$ cat config.mk
export PLATFORM = sky130hd
export DESIGN_NAME = wsd_ram
export DESIGN_NICKNAME = d
export VERILOG_FILES = /design/src/rtl/wsd_ram.sv
export SDC_FILE = /design/constraint.sdc
export NUM_CORES = 1
export LEC_CHECK = 0
export ABC_AREA = 1
export BUFFER_PORTS_ARGS = -buffer_cell sky130_fd_sc_hd__buf_4
export CELL_PAD_IN_SITES_DETAIL_PLACEMENT = 0
export CELL_PAD_IN_SITES_GLOBAL_PLACEMENT = 1
export CORE_MARGIN = 2
export CORE_UTILIZATION = 24
export DETAILED_ROUTE_END_ITERATION = 16
export PLACE_DENSITY = 0.54
export SYNTH_ARGS = -nofsm -noshare
export SYNTH_HDL_FRONTEND = slang
export SYNTH_SLANG_ARGS = --single-unit
$ cat constraint.sdc
create_clock -name clk -period 1.6 [get_ports clk]
set_clock_uncertainty 0.05 [all_clocks]
set_input_delay 0.24 -clock clk [delete_from_list [all_inputs] [get_ports clk]]
set_output_delay 0.24 -clock clk [all_outputs]
set_load 0.01 [all_outputs]
$ cat src/rtl/wsd_ram.sv
// ---------------------------------------------------------------------------
// wsd_ram
// Generic single-write, single-read RAM with registered read data.
// ---------------------------------------------------------------------------
`default_nettype none

module wsd_ram #(
    parameter int WIDTH = 8,
    parameter int DEPTH = 16
) (
    input  wire logic                     clk,
    input  wire logic                     we,
    input  wire logic [$clog2(DEPTH)-1:0] waddr,
    input  wire logic [WIDTH-1:0]         wdata,
    input  wire logic [$clog2(DEPTH)-1:0] raddr,
    output logic      [WIDTH-1:0]         rdata
);

    logic [WIDTH-1:0] mem [DEPTH];

    always_ff @(posedge clk)
    begin
        if (we)
        begin
            mem[waddr] <= wdata;
        end
        rdata <= mem[raddr];
    end

endmodule

`default_nettype wire

==> metrics, run 1 <==
status completed; # DRC 0; Worst-path clk slew around 60 ps; Lkg Pwr around 0.003 µW; DRT iter0 DRCs between 200 and 250; clk_lat worst skew ~420 ps; r2r endpoint rdata[1]$_DFF_P_; clock sinks about 140; Root Buffer clkbuf_16; postcts setup bufs 0; drt wl/cell around 16 µm; critical path's largest stage delay about 400 ps; arrival time at the worst endpoint slightly below 1000 ps; CP Class flip-flop to output pin; crit end category output pin; All-Layer GR Usage 0.124; start point of the critical path rdata[1]$_DFF_P_; final net count between 600 and 700; Synth warnings 0; Initial Util 0.245; # rows 56; Worst setup SP type flip-flop; R2R setup slack approximately 530 ps; vias in the first global route around 3,800; critical path depth 1; relative slew slack 0.724; core area approximately 24,000 µm²; Final Hold Fails 0; GP Congestion roughly 0.77; die height 159 µm; Die W about 160 µm; R2R depth 6; DRT Pass-1 Iters 4; CP top delay family flip-flops; I/O Pins 26; DIE AREA roughly 25,000 µm²; RSZ-0062 raised after global routing no; count of final setup violators 0; cts hold-fix bufs 0; FF+latch count, synth approximately 140; first-pass GRT wire length 23,100 µm; Critical Path End rdata[1]; commonest non-fill, non-tap cells in the layout nand2_1 (173), edfxtp_1 (128), inv_1 (100), nand3_1 (97), buf_4 (51); dpl cell area 6440 µm²; port bufs 25; Slew @ Worst Pin ~410 ps; cells along the critical path buf_4; pre-CTS setup slack roughly 210 ps; WL final 14,900 µm; final setup margin 332 ps; antenna-violating nets left 0; worst-path fanout max 1; Netlist cell types 12; HPWL after detailed placement between 9000 and 10,000 µm; Max-cap violations 0; largest net degree at the start of global routing 33; most common cell after layout, fill and taps aside nand2_1; Min Clock Period, post-route roughly 1300 ps; antenna violations before repair 1; number of buffers created by CTS 17; Min-Delay Path Class input pin to flip-flop; Critical path buffers and inverters 1; clock buffer depth 2; setup tns final 0 ps; Syn Inst Count 551; syn_area_per_cell approximately 10 µm²; Finished Cell Area between 7000 and 8000 µm²; Max Slew Vio Count 0; sequential share of the synthesized area 0.694; crit path max-delay cell type dfxtp_1; Max VDD drop 0.708 mV; Post-Syn Area between 5000 and 6000 µm²; syn_nets 569; Ant. Diodes 0; H-tree depth 4; RR Startpoint mem[1][1]$_DFFE_PP_; Remaining Overflow, GRT 0; Tcrit/Tclk final 0.793; critical path data required time 1310 ps; Pwr per Cell Area 1210 nW/µm²; share of layout cells above drive strength 1 0.139; area delta synth->final 22.1%; Max Freq ~790 MHz; Vias 3,731; Vias/cell 4.00; TritonCTS clock tree done; post_cts resized 0
## layer usage
metal / global-route usage / routed length [µm] / vias up
met2: 0.200 / 7050 / 58
met3: 0.0281 / 688 / 4
met5: 0 / 0 / -
met4: 0.0488 / 153 / 0
li1: - / - / 1872
met1: 0.162 / 6970 / 1797
## synth_stat cells, drive strengths merged
library cell  number  area, µm²
edfxtp           128       3840
inv              102        383
nand3             97        485
nand3b             2       15.0
nand2            173        649
nor2              17       63.8
dfxtp              8        160
buf               24        166
## registers in the layout, indices dropped and copies added (netlist names)
signal and cells:
mem 128, rdata 8
## layout make-up
class                      instances  area [µm²]
timing repair buffer              54         443
sequential                       136        4000
multi-input combinational        289        1210
clock buffer                      17         425
tap                              319         399
clock inverter                    15         175
inverter                         102         383
fill                            2448       16500
## report_power, final
group / total [µW] / switching [µW] / leakage (µW) / internal, µW
combinational: 549 / 363 / 0.00147 / 186
sequential: 4010 / 29.5 / 0.00122 / 3980
clock: 3970 / 1510 / 0.000291 / 2450
total: 8530 / 1900 / 0.00299 / 6620
## cell families after synthesis
| kind of cell | Yosys count | share of synthesized area |
|---|---|---|
| and+or+nand+nor | 289 | 0.210 |
| buffers and inverters | 126 | 0.0952 |
| DFF | 136 | 0.694 |
## worst min path at each step
stage             start                  end  cells after the start
2_1_floorplan  wdata[0]  mem[0][0]$_DFFE_PP_                      0
3_3_place_gp   raddr[3]     rdata[6]$_DFF_P_                      3
3_5_place_dp   raddr[3]     rdata[0]$_DFF_P_                      3
4_1_cts        raddr[3]     rdata[0]$_DFF_P_                      3
5_1_grt        raddr[3]     rdata[0]$_DFF_P_                      3
6_report       raddr[3]     rdata[0]$_DFF_P_                      3
## per-stage QoR
stage	util	std cells	hold slack (ps)	total power (µW)
final	0.299	932	122	8530
after global routing	0.299	932	109	8850
after global placement	0.274	900	552	4640
after CTS	0.299	932	97.6	8640
after floorplan	-	551	289	4370
after detailed placement	0.274	900	549	4650
(Power assumes the default switching activity.)
==> inputs of run 2 (changes only) <==
--- a/config.mk
+++ b/config.mk
@@ -12,7 +12,7 @@
 export CORE_MARGIN = 2
 export CORE_UTILIZATION = 24
 export DETAILED_ROUTE_END_ITERATION = 16
-export PLACE_DENSITY = 0.54
+export PLACE_DENSITY = 0.55
 export SYNTH_ARGS = -nofsm -noshare
 export SYNTH_HDL_FRONTEND = slang
 export SYNTH_SLANG_ARGS = --single-unit
==> constraint.sdc (replaced) <==
create_clock -name clk -period 1.1 [get_ports clk]
set_clock_uncertainty 0.05 [all_clocks]
set_input_delay 0.165 -clock clk [delete_from_list [all_inputs] [get_ports clk]]
set_output_delay 0.165 -clock clk [all_outputs]
set_load 0.01 [all_outputs]
==> metrics, run 2 (synthesized netlist as in run 1, its figures left out) <==
critical path's largest stage delay about 300 ps; largest net degree at the start of global routing 36; CP top delay family flip-flops; Max-cap violations 0; routing usage on met2 0.178; TritonCTS clock tree done; RR Startpoint mem[9][4]$_DFFE_PP_; status completed; Vias approximately 3,800; Min Clock Period, post-route between 1000 and 1500 ps; I/O Pins 26; Min-Delay Path Class input pin to flip-flop; first-pass GRT wire length 22,300 µm; Finished Cell Area 7290 µm²; clk_lat worst skew slightly above 400 ps; Largest Register mem; r2r endpoint rdata[4]$_DFF_P_; Vias/cell 4.08; vias in the first global route about 3,800; Pwr per Cell Area 1720 nW/µm²; critical path data required time ~880 ps; top flop regs mem x128, rdata x8; Filler Cell Count roughly 2,500; Non-Filler Instances approximately 930; Final Hold Fails 0; Critical path buffers and inverters 1; fin util 0.310; Max VDD drop roughly 0.94 mV; Max Slew Vio Count 0; hold path start wdata[2]; HPWL after detailed placement approximately 9000 µm; count of final setup violators 0; DRT iter0 DRCs between 200 and 250; final setup margin roughly 36 ps; dpl cell area 6570 µm²; antenna violations before repair 0; area occupied by multi-input gates approximately 1300 µm²; Max Freq approximately 940 MHz; Critical Path End rdata[7]; crit end category output pin; area delta synth->final 26.4%; relative slew slack 0.726; drt wl/cell 15.3 µm; Sequential cell area between 4000 and 5000 µm²; WL final 14,200 µm; max FFs per register between 100 and 150; Worst-path clk slew ~60 ps; core area about 24,000 µm²; start point of the critical path rdata[7]$_DFF_P_; commonest non-fill, non-tap cells in the layout nand2_1 (172), edfxtp_1 (128), inv_1 (100), nand3_1 (79), buf_4 (37); arrival time at the worst endpoint approximately 850 ps; pre-CTS setup slack -226 ps; All-Layer GR Usage 0.119; met3 usage 0.0318; antenna-violating nets left 0; # rows 56; met1 Use GR 0.162; R2R setup slack approximately 70 ps; setup tns final 0 ps; Initial Util 0.245; H-tree depth 4; DP Cell Count 900; worst-path fanout max 1; clock buffer depth 2; Ant. Diodes 0; grt peak-use layer met2; share of layout cells above drive strength 1 0.184; clock sinks between 100 and 150; cells along the critical path buf_4; die height approximately 160 µm; GP Congestion between 0.7 and 0.8; cts hold-fix bufs 0; Die W 159 µm; R2R depth 6; Lkg Pwr 0.00308 µW; crit path max-delay cell type dfxtp_1; Remaining Overflow, GRT 0; Tcrit/Tclk final 0.967; Worst setup SP type flip-flop; # DRC 0; CP Class flip-flop to output pin; number of buffers created by CTS 17; most common cell after layout, fill and taps aside nand2_1; DIE AREA between 20,000 and 30,000 µm²; final net count 618; DRT Pass-1 Iters 7; port bufs 25; Slew @ Worst Pin 410 ps; RSZ-0062 raised after global routing yes; critical path depth 1; Root Buffer clkbuf_16
## run 2: cell types whose count changed in the layout (fill, tap and decap cells not counted), sizes merged
cell | before | now
clkbuf | 17 | 22
clkinv | 8 | 6
inv | 105 | 102
clkinvlp | 1 | 0
bufinv | 3 | 4
## run 2: repair_timing
action	in CTS	in global routing
setup buffers	0	0
setup endpoints to repair	4	12
gates resized for setup	5	24
pin swaps	0	2
## run 2: area by class of cell
class,instances,share of cell area
Inverter,102,0.0525
Timing Repair Buffer,54,0.0788
Clock inverter,10,0.0206
Multi-Input combinational cell,289,0.181
Tap cell,319,0.0548
Sequential cell,136,0.550
Clock buffer,22,0.0623
## run 2: per-stage QoR
step	hold WS (ps)	power, µW
floorplan	214	6360
global route	53.3	13000
CTS	40.5	12700
detailed placement	476	6800
global placement	479	6800
finish	47.2	12600
## run 2: where the power goes
| group | internal, µW | switching, µW | leakage [µW] | total [µW] |
|---|---|---|---|---|
| sequential | 5800 | 35.5 | 0.00122 | 5830 |
| clock | 3830 | 2010 | 0.000301 | 5840 |
| combinational | 327 | 567 | 0.00155 | 895 |
## run 2: routing by layer
layer	vias to the layer above	wire length, µm
li1	1869	-
met1	1810	6730
met2	97	6330
met3	29	837
met4	0	345
met5	-	0
## run 2: worst min-delay path by stage
stage	endpoint	slack, ps	cells past startpoint
floorplan	mem[0][0]$_DFFE_PP_	210	0
global placement	mem[1][2]$_DFFE_PP_	480	1
detailed placement	mem[1][2]$_DFFE_PP_	480	1
CTS	mem[1][2]$_DFFE_PP_	40	1
global route	mem[3][2]$_DFFE_PP_	50	1
finish	mem[3][2]$_DFFE_PP_	50	1
==> inputs of run 3 (changes only) <==
--- a/config.mk
+++ b/config.mk
@@ -13,6 +13,8 @@
 export CORE_UTILIZATION = 24
 export DETAILED_ROUTE_END_ITERATION = 16
 export PLACE_DENSITY = 0.55
+export RECOVER_POWER = 25
+export SETUP_SLACK_MARGIN = 0.15
 export SYNTH_ARGS = -nofsm -noshare
 export SYNTH_HDL_FRONTEND = slang
 export SYNTH_SLANG_ARGS = --single-unit
==> metrics, run 3 (synthesized netlist as in run 1, its figures left out) <==
Min Clock Period, post-route 1110 ps; final setup margin -8.97 ps; Worst-path clk slew 60 ps; R2R setup slack roughly 120 ps; Filler Cell Count 2,422; critical path's largest stage delay about 360 ps; WL final roughly 15,000 µm; Tcrit/Tclk final 1.01; Die W 159 µm; Max VDD drop ~1.1 mV; R2R depth 6; Vias/cell between 4 and 5; Hold Path End mem[3][6]$_DFFE_PP_; hold path start wdata[6]; cells along the critical path buf_6; final net count between 600 and 700; DRT Pass-1 Iters 5; Vias approximately 3,900; critical path data required time 880 ps; Ant. Diodes 0; Final Hold Fails 0; clock sinks 136; DRT iter0 DRCs slightly below 200; Pwr per Cell Area 1550 nW/µm²; sequential share of power 0.497; Hold Path Cell Cnt 1; number of buffers created by CTS 17; port bufs 25; All-Layer GR Usage 0.124; share of layout cells above drive strength 1 0.292; area delta synth->final 31.9%; CP Class flip-flop to output pin; H-tree depth 4; RSZ-0062 raised after global routing yes; Max-cap violations 0; Psw 2620 µW; Max Slew Vio Count 0; count of final setup violators 2; Worst setup SP type flip-flop; antenna violations before repair 0; worst-path fanout max 1; core area ~24,000 µm²; commonest non-fill, non-tap cells in the layout nand2_1 (162), edfxtp_1 (128), inv_1 (96), nand3_2 (62), buf_4 (36); top flop regs mem x128, rdata x8; Comb pwr share 0.086; Max Freq around 900 MHz; Critical path buffers and inverters 1; clock buffer depth 2; most common cell after layout, fill and taps aside nand2_1; Int Pwr approximately 9200 µW; status finished with violations; failing checks setup timing; Min-Delay Path Class input pin to flip-flop; vias in the first global route 3,968; largest net degree at the start of global routing 33; crit end category output pin; clk_lat worst skew ~420 ps; # DRC 0; max FFs per register ~130; Root Buffer clkbuf_16; Lkg Pwr between 0.003 and 0.004 µW; drt wl/cell 16.3 µm; DIE AREA between 20,000 and 30,000 µm²; arrival time at the worst endpoint just under 900 ps; relative slew slack 0.353; Slew @ Worst Pin slightly below 1000 ps; Remaining Overflow, GRT 0; CP top delay family flip-flops; antenna-violating nets left 0; crit path max-delay cell type dfxtp_4; I/O Pins 26; Clock power frac 0.418; TritonCTS clock tree done; r2r endpoint rdata[2]$_DFF_P_; Sw Ratio 0.222; setup tns final -11.2 ps; first-pass GRT wire length around 23,000 µm; pre-CTS setup slack -226 ps; die height around 160 µm; RR Startpoint mem[6][2]$_DFFE_PP_; Largest Register mem; GP Congestion just over 0.8; # rows 56; HPWL after detailed placement between 10,000 and 15,000 µm; Initial Util 0.245
-- run 3: cell types whose count changed in the layout (fill, tap and decap cells not counted), moves of 7 or more --
cell / change
nand3_1: -44
nand3_2: +44
nor2_1: -12
nand2_1: -10
nand2_2: +9
nor2_4: +9
clkinv_1: +7
-- run 3: per-layer routing --
| metal | GRT usage | share of wire |
|---|---|---|
| met1 | 0.167 | 0.48 |
| met4 | 0.0550 | 0.023 |
| met2 | 0.193 | 0.46 |
| met3 | 0.0250 | 0.040 |
| met5 | 0 | 0 |
-- run 3: how the worst max path moves through the flow --
| stage | to | startpoint | cells after the start | slack, ps |
|---|---|---|---|---|
| floorplan | mem[10][0]$_DFFE_PP_ | waddr[2] | 2 | 10 |
| global placement | rdata[3]$_DFF_P_ | raddr[0] | 8 | -220 |
| detailed placement | rdata[6]$_DFF_P_ | raddr[0] | 8 | -230 |
| CTS | rdata[5] | rdata[5]$_DFF_P_ | 1 | -20 |
| global route | rdata[5] | rdata[5]$_DFF_P_ | 1 | -20 |
| finish | rdata[4] | rdata[4]$_DFF_P_ | 1 | -9 |
-- run 3: power groups by stage --
| stage | sequential (µW) | combinational (µW) | clock (µW) |
|---|---|---|---|
| after floorplan | 5950 | 438 | 0 |
| after global routing | 5870 | 1110 | 5250 |
| after global placement | 5950 | 916 | 0 |
| after detailed placement | 5950 | 916 | 0 |
| after CTS | 5860 | 994 | 5040 |
| final | 5860 | 1010 | 4930 |
-- run 3: through the flow --
| step | util | hold WS, ps | cells | instance area [µm²] | total power (µW) |
|---|---|---|---|---|---|
| 6_report | 0.323 | 78.0 | 939 | 7610 | 11800 |
| 5_1_grt | 0.323 | 89.3 | 939 | 7610 | 12200 |
| 4_1_cts | 0.318 | 59.3 | 939 | 7490 | 11900 |
| 3_5_place_dp | 0.287 | 494 | 910 | 6760 | 6870 |
| 3_3_place_gp | 0.287 | 498 | 910 | 6760 | 6870 |
| 2_1_floorplan | - | 214 | 551 | 5870 | 6380 |
-- run 3: area by class of cell --
class                           count  area (µm²)  share of cell area
Clock inverter                      9        61.3             0.00806
Sequential cell                   136        4020               0.528
Multi-Input combinational cell    289        1640               0.216
Timing Repair Buffer               64         663              0.0872
Tap cell                          319         399              0.0525
Inverter                          102         383              0.0503
Clock buffer                       20         437              0.0574
-- run 3: repair_timing --
item                       in CTS  in global routing
setup buffers                   0                  0
gates resized for setup        55                 34
pin swaps                      25                 26
setup endpoints to repair      16                 16
hold buffers                    0                  0
gates cloned                    0                  0
